==> src/sv/assert_macros.svh <==
`ifndef ASSERT_MACROS_SVH
`define ASSERT_MACROS_SVH

// Check an implication on every clock edge outside reset.
`define ASSERT_IMPL(label, cond, prop, msg) \
    label: assert property (@(posedge clk) disable iff (!rst_n) (cond) |-> (prop)) \
        else $error(msg);

// Check a property in the cycle after a condition.
`define ASSERT_NEXT(label, cond, prop, msg) \
    label: assert property (@(posedge clk) disable iff (!rst_n) (cond) |=> (prop)) \
        else $error(msg);

`endif

==> src/sv/fpfa_pkg.sv <==
package fpfa_pkg;

    localparam int PARTITIONS = 16;
    localparam int SIZE_WIDTH = 16;

    localparam int ADDR_W = (PARTITIONS > 1) ? $clog2(PARTITIONS) : 1;
    localparam int CNT_W  = $clog2(PARTITIONS + 1);

    localparam int MODE_W   = 1;
    localparam int PIDX_W   = 4;
    localparam int FIELD_W  = 16;
    localparam int POLICY_W = 2;
    localparam int PCOUNT_W = 5;
    localparam int CFG_W    = 5;
    localparam int CFG_IDX_W = 1;

    localparam logic [MODE_W-1:0] MODE_LOAD    = 1'b0;
    localparam logic [MODE_W-1:0] MODE_REQUEST = 1'b1;

    localparam logic [POLICY_W-1:0] FIT_FIRST = 2'd0;
    localparam logic [POLICY_W-1:0] FIT_BEST  = 2'd1;
    localparam logic [POLICY_W-1:0] FIT_WORST = 2'd2;

    localparam logic [CFG_IDX_W-1:0] REG_FIT_POLICY = 1'd0;
    localparam logic [CFG_IDX_W-1:0] REG_PART_COUNT = 1'd1;

    localparam logic [PCOUNT_W-1:0] PART_COUNT_RESET = 5'd16;

    typedef enum logic [1:0] {
        ST_IDLE,
        ST_SCAN,
        ST_CHARGE
    } state_t;

    typedef struct packed {
        logic                  we;
        logic [ADDR_W-1:0]     waddr;
        logic [SIZE_WIDTH-1:0] wdata;
        logic                  re;
        logic [ADDR_W-1:0]     raddr;
    } mem_req_t;

    typedef struct packed {
        logic [POLICY_W-1:0] policy;
        logic [CNT_W-1:0]    active_cnt;
    } cfg_t;

    typedef struct packed {
        logic                  valid;
        logic                  granted;
        logic [PIDX_W-1:0]     chosen_partition;
        logic [SIZE_WIDTH-1:0] size_before;
        logic [SIZE_WIDTH-1:0] size_after;
    } res_t;

endpackage

==> src/sv/fpfa_if.sv <==
interface fpfa_item_if;
    import fpfa_pkg::*;

    logic               valid;
    logic               ready;
    logic [MODE_W-1:0]  mode;
    logic [PIDX_W-1:0]  partition_index;
    logic [FIELD_W-1:0] size_value;

    modport source (output valid, output mode, output partition_index, output size_value,
                    input ready);
    modport sink   (input valid, input mode, input partition_index, input size_value,
                    output ready);
endinterface

interface fpfa_result_if;
    import fpfa_pkg::*;

    logic               valid;
    logic               ready;
    logic               granted;
    logic [PIDX_W-1:0]  chosen_partition;
    logic [FIELD_W-1:0] size_before;
    logic [FIELD_W-1:0] size_after;

    modport source (output valid, output granted, output chosen_partition,
                    output size_before, output size_after, input ready);
    modport sink   (input valid, input granted, input chosen_partition,
                    input size_before, input size_after, output ready);
endinterface

==> src/sv/fpfa_mem.sv <==
module fpfa_mem (
    input  logic                           clk,
    input  fpfa_pkg::mem_req_t             mem_req,
    output logic [fpfa_pkg::SIZE_WIDTH-1:0] rdata
);
    import fpfa_pkg::*;

    logic [SIZE_WIDTH-1:0] sizes_mem [PARTITIONS];
    logic [SIZE_WIDTH-1:0] rdata_reg;

    always_ff @(posedge clk)
    begin
        if (mem_req.we)
        begin
            sizes_mem[mem_req.waddr] <= mem_req.wdata;
        end
    end

    always_ff @(posedge clk)
    begin
        if (mem_req.re)
        begin
            rdata_reg <= sizes_mem[mem_req.raddr];
        end
    end

    assign rdata = rdata_reg;

endmodule

==> src/sv/fpfa_ctrl.sv <==
module fpfa_ctrl (
    input  logic                            clk,
    input  logic                            rst_n,
    input  fpfa_pkg::cfg_t                  cfg,
    input  logic                            item_valid,
    output logic                            item_ready,
    input  logic [fpfa_pkg::MODE_W-1:0]     item_mode,
    input  logic [fpfa_pkg::PIDX_W-1:0]     item_pidx,
    input  logic [fpfa_pkg::FIELD_W-1:0]    item_size,
    output fpfa_pkg::res_t                  res,
    input  logic                            res_free,
    output fpfa_pkg::mem_req_t              mem_req,
    input  logic [fpfa_pkg::SIZE_WIDTH-1:0] rdata
);
    import fpfa_pkg::*;

    state_t                state_reg,     state_next;
    logic [CNT_W-1:0]      rd_idx_reg,    rd_idx_next;
    logic                  cmp_vld_reg,   cmp_vld_next;
    logic [ADDR_W-1:0]     cmp_idx_reg,   cmp_idx_next;
    logic                  found_reg,     found_next;
    logic [ADDR_W-1:0]     pick_idx_reg,  pick_idx_next;
    logic [SIZE_WIDTH-1:0] pick_size_reg, pick_size_next;
    logic [SIZE_WIDTH-1:0] req_size_reg,  req_size_next;

    logic                  fits;
    logic                  take;
    logic [SIZE_WIDTH-1:0] charged;

    always_ff @(posedge clk or negedge rst_n)
    begin
        if (!rst_n)
        begin
            state_reg   <= ST_IDLE;
            cmp_vld_reg <= 1'b0;
            found_reg   <= 1'b0;
        end
        else
        begin
            state_reg   <= state_next;
            cmp_vld_reg <= cmp_vld_next;
            found_reg   <= found_next;
        end
    end

    always_ff @(posedge clk)
    begin
        rd_idx_reg    <= rd_idx_next;
        cmp_idx_reg   <= cmp_idx_next;
        pick_idx_reg  <= pick_idx_next;
        pick_size_reg <= pick_size_next;
        req_size_reg  <= req_size_next;
    end

    // shared comparator: one table entry per cycle
    always_comb
    begin
        fits = cmp_vld_reg && (rdata >= req_size_reg);
        take = 1'b0;
        if (fits)
        begin
            if (!found_reg)
            begin
                take = 1'b1;
            end
            else if (cfg.policy == FIT_BEST)
            begin
                take = rdata < pick_size_reg;
            end
            else if (cfg.policy == FIT_WORST)
            begin
                take = rdata > pick_size_reg;
            end
        end
    end

    assign charged = pick_size_reg - req_size_reg;

    always_comb
    begin
        state_next     = state_reg;
        rd_idx_next    = rd_idx_reg;
        cmp_vld_next   = 1'b0;
        cmp_idx_next   = cmp_idx_reg;
        found_next     = found_reg;
        pick_idx_next  = pick_idx_reg;
        pick_size_next = pick_size_reg;
        req_size_next  = req_size_reg;
        item_ready     = 1'b0;
        mem_req        = '0;
        res            = '0;

        case (state_reg)
            ST_IDLE:
            begin
                item_ready = 1'b1;
                if (item_valid)
                begin
                    if (item_mode == MODE_LOAD)
                    begin
                        if (32'(item_pidx) < 32'(PARTITIONS))
                        begin
                            mem_req.we    = 1'b1;
                            mem_req.waddr = ADDR_W'(item_pidx);
                            mem_req.wdata = SIZE_WIDTH'(item_size);
                        end
                    end
                    else
                    begin
                        req_size_next = SIZE_WIDTH'(item_size);
                        rd_idx_next   = '0;
                        found_next    = 1'b0;
                        state_next    = ST_SCAN;
                    end
                end
            end

            ST_SCAN:
            begin
                if (take)
                begin
                    found_next     = 1'b1;
                    pick_idx_next  = cmp_idx_reg;
                    pick_size_next = rdata;
                end
                if (rd_idx_reg < cfg.active_cnt)
                begin
                    mem_req.re   = 1'b1;
                    mem_req.raddr = rd_idx_reg[ADDR_W-1:0];
                    cmp_vld_next = 1'b1;
                    cmp_idx_next = rd_idx_reg[ADDR_W-1:0];
                    rd_idx_next  = rd_idx_reg + CNT_W'(1);
                end
                else if (!cmp_vld_reg)
                begin
                    state_next = ST_CHARGE;
                end
            end

            ST_CHARGE:
            begin
                res.valid = 1'b1;
                if (found_reg)
                begin
                    res.granted          = 1'b1;
                    res.chosen_partition = PIDX_W'(pick_idx_reg);
                    res.size_before      = pick_size_reg;
                    res.size_after       = charged;
                end
                if (res_free)
                begin
                    if (found_reg)
                    begin
                        mem_req.we    = 1'b1;
                        mem_req.waddr = pick_idx_reg;
                        mem_req.wdata = charged;
                    end
                    state_next = ST_IDLE;
                end
            end

            default:
            begin
                state_next = ST_IDLE;
            end
        endcase
    end

endmodule

==> src/sv/fixed_partition_fit_allocator.sv <==
// Fixed-partition fit allocator.
// Items arrive on the item channel (valid/ready): mode 0 loads size_value into
// partition partition_index, mode 1 requests size_value from the partitions in use.
// Each request yields one item on the result channel: granted, chosen_partition,
// size_before and size_after; a refused request reports all zeros. Loads yield none.
// Policy (first, best or worst fit) and the partition count come from the plain
// write port cfg_we / cfg_index / cfg_wdata. The user must write it only while the
// block is idle; the block itself does not enforce this. A request scans the table
// through one comparator, one entry per cycle over a registered memory read, and
// holds the item channel until its result enters the output register; the result
// becomes visible as the item channel is freed again.
// The result sits in an output register: the next item may be accepted while it
// waits, and a later request waits in its final step until that register is taken.
// Reset clears the controller, the output valid flag, fit_policy to first fit and
// partition_count to 16. The size table is not cleared; load a partition before a
// request can reach it.
module fixed_partition_fit_allocator (
    input  logic                              clk,
    input  logic                              rst_n,
    input  logic                              cfg_we,
    input  logic [fpfa_pkg::CFG_IDX_W-1:0]    cfg_index,
    input  logic [fpfa_pkg::CFG_W-1:0]        cfg_wdata,
    fpfa_item_if.sink                         item,
    fpfa_result_if.source                     result
);
    import fpfa_pkg::*;

    `include "assert_macros.svh"

    logic [POLICY_W-1:0]   fit_policy_reg, fit_policy_next;
    logic [PCOUNT_W-1:0]   part_count_reg, part_count_next;
    logic                  out_valid_reg,  out_valid_next;
    res_t                  out_reg,        out_next;

    cfg_t                  cfg;
    res_t                  res;
    logic                  res_free;
    mem_req_t              mem_req;
    logic [SIZE_WIDTH-1:0] rdata;

    always_ff @(posedge clk or negedge rst_n)
    begin
        if (!rst_n)
        begin
            fit_policy_reg <= FIT_FIRST;
            part_count_reg <= PART_COUNT_RESET;
            out_valid_reg  <= 1'b0;
        end
        else
        begin
            fit_policy_reg <= fit_policy_next;
            part_count_reg <= part_count_next;
            out_valid_reg  <= out_valid_next;
        end
    end

    always_ff @(posedge clk)
    begin
        out_reg <= out_next;
    end

    always_comb
    begin
        fit_policy_next = fit_policy_reg;
        part_count_next = part_count_reg;
        if (cfg_we)
        begin
            case (cfg_index)
                REG_FIT_POLICY: fit_policy_next = cfg_wdata[POLICY_W-1:0];
                REG_PART_COUNT: part_count_next = cfg_wdata[PCOUNT_W-1:0];
                default:        ;
            endcase
        end
    end

    always_comb
    begin
        cfg.policy     = fit_policy_reg;
        cfg.active_cnt = (32'(part_count_reg) > 32'(PARTITIONS)) ? CNT_W'(PARTITIONS)
                                                                 : CNT_W'(part_count_reg);
    end

    // hold the result until taken
    assign res_free = !out_valid_reg || result.ready;

    always_comb
    begin
        out_next       = out_reg;
        out_valid_next = out_valid_reg;
        if (result.ready)
        begin
            out_valid_next = 1'b0;
        end
        if (res.valid && res_free)
        begin
            out_next       = res;
            out_valid_next = 1'b1;
        end
    end

    assign result.valid            = out_valid_reg;
    assign result.granted          = out_reg.granted;
    assign result.chosen_partition = out_reg.chosen_partition;
    assign result.size_before      = FIELD_W'(out_reg.size_before);
    assign result.size_after       = FIELD_W'(out_reg.size_after);

    fpfa_ctrl u_ctrl (
        .clk        (clk),
        .rst_n      (rst_n),
        .cfg        (cfg),
        .item_valid (item.valid),
        .item_ready (item.ready),
        .item_mode  (item.mode),
        .item_pidx  (item.partition_index),
        .item_size  (item.size_value),
        .res        (res),
        .res_free   (res_free),
        .mem_req    (mem_req),
        .rdata      (rdata)
    );

    fpfa_mem u_mem (
        .clk     (clk),
        .mem_req (mem_req),
        .rdata   (rdata)
    );

    `ASSERT_IMPL(a_refused_zero, result.valid && !result.granted,
        result.chosen_partition == '0 && result.size_before == '0 && result.size_after == '0,
        "refused item carries nonzero fields")
    `ASSERT_IMPL(a_after_le_before, result.valid && result.granted,
        result.size_after <= result.size_before, "charged size grew")
    `ASSERT_IMPL(a_pick_in_use, result.valid && result.granted,
        32'(result.chosen_partition) < 32'(PARTITIONS), "grant outside the table")
    `ASSERT_NEXT(a_busy_after_request,
        item.valid && item.ready && item.mode == MODE_REQUEST,
        !item.ready, "request accepted while scan in progress")

endmodule

==> src/flat_wrapper.sv <==
// flat-port wrapper written by rule: the top's interface ports become plain ports
module fixed_partition_fit_allocator_flat import fpfa_pkg::*;
  (clk, rst_n, cfg_we, cfg_index, cfg_wdata, item_valid, item_mode, item_partition_index, item_size_value, item_ready, result_valid, result_granted, result_chosen_partition, result_size_before, result_size_after, result_ready);
  fpfa_item_if item_i ();
  fpfa_result_if result_i ();
  input  logic clk;
  input  logic rst_n;
  input  logic cfg_we;
  input  logic [fpfa_pkg::CFG_IDX_W-1:0] cfg_index;
  input  logic [fpfa_pkg::CFG_W-1:0] cfg_wdata;
  input wire logic [$bits(item_i.valid)-1:0] item_valid;
  input wire logic [$bits(item_i.mode)-1:0] item_mode;
  input wire logic [$bits(item_i.partition_index)-1:0] item_partition_index;
  input wire logic [$bits(item_i.size_value)-1:0] item_size_value;
  output wire logic [$bits(item_i.ready)-1:0] item_ready;
  output wire logic [$bits(result_i.valid)-1:0] result_valid;
  output wire logic [$bits(result_i.granted)-1:0] result_granted;
  output wire logic [$bits(result_i.chosen_partition)-1:0] result_chosen_partition;
  output wire logic [$bits(result_i.size_before)-1:0] result_size_before;
  output wire logic [$bits(result_i.size_after)-1:0] result_size_after;
  input wire logic [$bits(result_i.ready)-1:0] result_ready;
  assign item_i.valid = item_valid;
  assign item_i.mode = item_mode;
  assign item_i.partition_index = item_partition_index;
  assign item_i.size_value = item_size_value;
  assign item_ready = item_i.ready;
  assign result_valid = result_i.valid;
  assign result_granted = result_i.granted;
  assign result_chosen_partition = result_i.chosen_partition;
  assign result_size_before = result_i.size_before;
  assign result_size_after = result_i.size_after;
  assign result_i.ready = result_ready;
  fixed_partition_fit_allocator u_core (.clk(clk), .rst_n(rst_n), .cfg_we(cfg_we), .cfg_index(cfg_index), .cfg_wdata(cfg_wdata), .item(item_i), .result(result_i));
endmodule
==> config.mk <==
export PLATFORM = sky130hd
export DESIGN_NAME = fixed_partition_fit_allocator_flat
export DESIGN_NICKNAME = d
export VERILOG_FILES = /design/src/sv/fpfa_pkg.sv /design/src/sv/fpfa_if.sv /design/src/sv/fpfa_mem.sv /design/src/sv/fpfa_ctrl.sv /design/src/sv/fixed_partition_fit_allocator.sv /design/src/flat_wrapper.sv
export VERILOG_INCLUDE_DIRS = /design/src /design/src/sv
export SDC_FILE = /design/constraint.sdc
export NUM_CORES = 1
export LEC_CHECK = 0
export BUFFER_PORTS_ARGS = -buffer_cell sky130_fd_sc_hd__buf_2
export CAP_MARGIN = 40
export CORE_UTILIZATION = 55
export CTS_CLUSTER_SIZE = 25
export DETAILED_ROUTE_END_ITERATION = 6
export GPL_TIMING_DRIVEN = 0
export PLACE_DENSITY = 0.79
export SLEW_MARGIN = 10
export SYNTH_ARGS = -nofsm -noshare
export SYNTH_HDL_FRONTEND = slang
export SYNTH_SLANG_ARGS = --single-unit
==> constraint.sdc <==
create_clock -name clk -period 10.4 [get_ports clk]
set_input_delay 1.04 -clock clk [delete_from_list [all_inputs] [get_ports clk]]
set_output_delay 1.04 -clock clk [all_outputs]
set_load 0.1 [all_outputs]
; ---- Word level (Yosys, flattened, before mapping)
; Memories as Yosys holds them, arrays and structs flattened. A register that Yosys moved wholly into a read port is not among the register bits.
; Cells that the tools add are included.
[word_totals]
reg_bits = 94
ramBits = 256
inputBits = 32
output_inout_bits = 39
word_cells = 86
mem_count = 1
[mem_list]
columns = name, depth, width, read_ports, rd_clocked_by_memory_dff, wr, line
row1 = u_core.u_mem.sizes_mem, 16, 16, 1, 1, 1, fpfa_mem.sv:8  ; logic [SIZE_WIDTH-1:0] sizes_mem [PARTITIONS];
[classes]
addsub = 2
n_lt_le_gt_ge = 5
n_eq_ne = 11
mux = 35
bitwise_logic = 1
reduce_logical = 16
[ops]
columns = op, count
row1 = 2-to-1 mux 21 bit, 4
row2 = one-hot mux 21 bit (2 select lines), 1
row3 = 2-to-1 mux 38 bit, 1
row4 = 2-to-1 mux 37 bit, 1
row5 = 2-to-1 mux 5 bit, 6
row6 = greater-or-equal comparator 16 bit, 1
row7 = greater-than comparator 16 bit, 1
row8 = less-than comparator 16 bit, 1
row9 = subtractor 16 bit, 1
row10 = 2-to-1 mux 1 bit, 14
row11 = "inequality test 2 bit, second input constant", 6
row12 = 2-to-1 mux 2 bit, 5
row13 = one-hot mux 5 bit (2 select lines), 1
row14 = AND reduction 2 bit, 5
row15 = AND reduction 4 bit, 2
row16 = one-hot mux 2 bit (3 select lines), 1
row17 = "adder 5 x 1 -> 5 bit, second input constant", 1
row18 = "greater-than comparator 5 bit, second input constant", 1
row19 = less-than comparator 5 bit, 1
row20 = AND reduction 5 bit, 1
row21 = "equality test 2 x 1 -> 1 bit, second input constant", 2
row22 = "equality test 2 bit, second input constant", 2
row23 = nonzero test 2 bit, 2
row24 = AND reduction 3 bit, 1
row25 = other kinds (7), 8

; ---- Depth between registers and ports, before layout
[depth]
depth_word = 7
ltp_mapped = 11
ltp_nobuf = 10

; ---- Hierarchy
; Synthesis repeated with hierarchy kept, for this count alone.
[unflattened]
cells_unflattened = 879
area_unflattened_um2 = 15320.9
[modules_own_cells]
columns = mod, n_inst, cells_per_inst, area_per_inst_um2
row1 = fpfa_mem, 1, 432, 10202.3
row2 = fpfa_ctrl, 1, 385, 3667.3
row3 = fixed_partition_fit_allocator, 1, 62, 1451.4

; ---- Least setup slack after synthesis
; OpenSTA, ideal clock, no wires.
[synth_path]
path_type = flip-flop to flip-flop
from = reg u_core.u_ctrl.pick_size_reg[1]
to = reg u_core.u_ctrl.pick_idx_reg[0] (enable)
setup_ns = 0.434
t_arrival_ns = 3.028
t_required_ns = 9.966
slack_ns = 6.937
path_stages_with_launch = 9
synth_period_minus_slack_ns = 3.463
cell_sequence = edfxtp_1 > inv_1 > ha_1 > nor2b_1 > o211ai_1 > a21oi_1 > o21bai_1 > and3_1 > a311oi_1
[synth_via]
elab_chain_cells = 6
elab_cells_between_ends = 7
classes_between = order compare: 2 / mux: 4 / reduce/logical: 1
[synth_rtl]
columns = item, line
row1 = from (decl), fpfa_ctrl.sv:23  ; logic [SIZE_WIDTH-1:0] pick_size_reg, pick_size_next;
row2 = from (signal assigned), fpfa_ctrl.sv:51  ; pick_size_reg <= pick_size_next;
row3 = greater-than comparator 16 bit, fpfa_ctrl.sv:72  ; take = rdata > pick_size_reg;
row4 = 2-to-1 mux 1 bit, fpfa_ctrl.sv:70  ; else if (cfg.policy == FIT_WORST)
row5 = 2-to-1 mux 1 bit *, fpfa_ctrl.sv:66  ; else if (cfg.policy == FIT_BEST)
row6 = 2-to-1 mux 1 bit *, fpfa_ctrl.sv:62  ; if (!found_reg)
row7 = 2-to-1 mux 1 bit *, fpfa_ctrl.sv:60  ; if (fits)
row8 = AND reduction 2 bit (no source line) *, --
row9 = to (signal assigned), fpfa_ctrl.sv:50  ; pick_idx_reg <= pick_idx_next;
row10 = to (decl), fpfa_ctrl.sv:22  ; logic [ADDR_W-1:0] pick_idx_reg, pick_idx_next;
; Every way passes the cells marked *; elsewhere a longest branch is shown, timed or not.
; A chain may end at the register's enable or synchronous reset.

==> results.json <==
{
  "post_cts_buffers": 0,
  "final_cell_mix": "edfxtp_1 (354), buf_2 (85), nor2_1 (72), ha_1 (52), inv_1 (42)",
  "use_met1_pct": 31.64,
  "cts_tree": "yes",
  "vias_per_cell": 6.048,
  "largest_reg_flops": 256,
  "dieArea_sq_mm": 0.02864,
  "syn-num-nets": 1060,
  "grt_max_degree": 31,
  "num_vias": 9090,
  "crit_type": "register to register",
  "routedWlPerCell_microns": 21.61,
  "hold_class": "primary input to asynchronous set/reset pin",
  "ys_types": 66,
  "cts_sinks": 366,
  "synth_seq_area_share_pct": 71.07,
  "outcome": "completed",
  "grtUsageMet3_pct": 3.195,
  "finalCriticalPeriod_ns": 3.399,
  "total_power_mw": 4.133,
  "syn_area_per_cell_sq_um": 15.78,
  "yosys_warnings": 0,
  "numCtsBuffers": 36,
  "max_slew_margin_pct": 39.51,
  "met2_usage_pct": 39.45,
  "crit_required_ns": 10.65,
  "initial_core_util_pct": 56.60,
  "cts_hold_buffers": 0,
  "startpoint": "u_core.u_ctrl.pick_size_reg[0]",
  "max_clock_freq_mhz": 294.2,
  "rsz0062_at_grt": "false",
  "worstMarginPinSlew_ns": 0.9064,
  "final_common_cell": "edfxtp_1",
  "cts.clk_slew.worst_paths_ns": 0.06,
  "reg2reg_depth": 11,
  "drtIter0Drc": 874,
  "fin_area_sq_mm": 0.01776,
  "postCtsResizedCells": 0,
  "ant_nets": 0,
  "fillerInstances": 1840,
  "grt_pass1_wl_mm": 50.47,
  "netlist_instances": 975,
  "drv_slew": 0,
  "fin_crit_sh_pct": 32.68,
  "htreeDepth": 2,
  "drive_above_1_share_pct": 20.07,
  "coreArea_sq_mm": 0.02718,
  "gp_congestion": 0.9701,
  "grt.total_usage_pct": 23.30,
  "dp_slack_ns": 6.685,
  "timing.final.ws_setup_ns": 7.001,
  "die_height_microns": 169.2,
  "hold_viol": 0,
  "totalWireLength_mm": 32.49,
  "firstDrtPassIters": 5,
  "clockBufferDepth": 3,
  "timing.rr.start": "u_core.u_ctrl.pick_size_reg[0]",
  "dpl.hpwl_mm": 23.15,
  "syn_area_sq_mm": 0.01538,
  "nNetsFinal": 1193,
  "synth_edf_count": 354,
  "die_w_microns": 169.2,
  "ys_async_sr_fraction_pct": 3.279,
  "ys_ff_latch": 366,
  "synth_ff_type": "edfxtp_1",
  "drc": 0,
  "worstSkewPairLatency_ns": 0.52,
  "grt_busiest_layer": "met2",
  "place_area_sq_mm": 0.01653,
  "critPathMaxFanout": 15,
  "r2r-end": "u_core.u_mem.sizes_mem[11][14]",
  "skew_ns": 0.02085,
  "endpoint": "u_core.u_mem.sizes_mem[11][14]",
  "cp.arrival_ns": 3.65,
  "port_buffers": 70,
  "num_antenna_cells": 0,
  "finalSetupViolCount": 0,
  "worstSetupEndpointType": "register",
  "antenna_found_initial": 0,
  "power.density_mw_per_mm2": 232.7,
  "hold_ws_ns": 0.4066,
  "io_pins": 71,
  "first_global_vias": 9072,
  "ff2ff_setup_slack_ns": 7.00,
  "p_leak_nw": 6.275,
  "rows": 60,
  "regMostFlops": "u_core.u_mem.sizes_mem",
  "grt.overflow.total": 0,
  "finalSetupTns_ns": 0,
  "drv_cap": 0,
  "startpoint_type": "register",
  "area_growth_syn_to_layout_pct": 15.47,
  "ir_worst_vdd_mv": 0.1463,
  "ctsRootBufferMaster": "clkbuf_16"
}
[per-stage QoR]
stage	cells	utilization (%)
finish	1503	65.36
global route	1503	65.36
CTS	1503	65.36
detailed placement	1442	60.82
global placement	1417	59.60
floorplan	975	-
[worst max-delay path, cell delays in order (launching register included)]
cell      delay, ns
edfxtp_1       0.41
inv_1          0.10
ha_1           0.17
inv_1          0.06
fa_1           0.42
a211oi_1       0.36
o21ai_0        0.27
a31o_2         0.34
a221oi_1       0.29
xor2_1         0.30
o21ai_1        0.16
buf_4          0.24
[cell families after synthesis]
group | count (synthesis) | share of synthesized area, %
flops | 366 | 71.07
compound gates | 231 | 11.52
simple gates | 190 | 6.027
buf+inv | 81 | 2.277
fa+ha+maj | 53 | 4.360
mux | 39 | 3.896
xor+xnor | 15 | 0.8540
[Yosys cell counts, types with 18 or more instances]
cell	count	area, sq um
edfxtp_1	354	10630
nor2_1	85	319.1
ha_1	52	650.6
o21ai_0	47	235.2
inv_1	42	157.7
nand2_1	32	120.1
a221oi_1	23	201.4
nor2b_1	22	137.6
a21oi_1	20	100.1
clkbuf_1	18	67.56
[report_power, final]
part	switching, mW	total [mW]	internal [mW]
combinational	0.690	0.960	0.270
clock	0.532	1.34	0.812
sequential	0.0504	1.83	1.78
[layout make-up]
class | count | area [sq um] | share of cell area, %
flip-flops and latches | 366 | 10930 | 61.55
clock buffers | 38 | 950.9 | 5.354
plain buffers | 39 | 192.7 | 1.085
repair buffers | 95 | 625.6 | 3.522
inverters | 42 | 157.7 | 0.8876
clock inverters | 23 | 282.8 | 1.592
multi-input cells | 528 | 4155 | 23.39
well taps | 372 | 465.4 | 2.620
[worst min path at each step]
stage | to | startpoint | slack (ns)
after floorplan | u_core.u_ctrl.pick_idx_reg[0] | u_core.u_ctrl.cmp_idx_reg[0] | 0.40
after global placement | u_core.u_ctrl.pick_idx_reg[1] | u_core.u_ctrl.cmp_idx_reg[1] | 0.40
after detailed placement | u_core.u_ctrl.pick_idx_reg[1] | u_core.u_ctrl.cmp_idx_reg[1] | 0.41
after CTS | u_core.part_count_reg[2] | rst_n | 0.41
after global routing | u_core.part_count_reg[2] | rst_n | 0.42
final | u_core.part_count_reg[2] | rst_n | 0.41
[routing by layer]
metal | routed length, microns | up-vias
met3 | 2126 | 52
met5 | 0 | -
met1 | 13610 | 4490
met4 | 712 | 0
met2 | 16030 | 390
li1 | - | 4158
(Power assumes the default switching activity.)
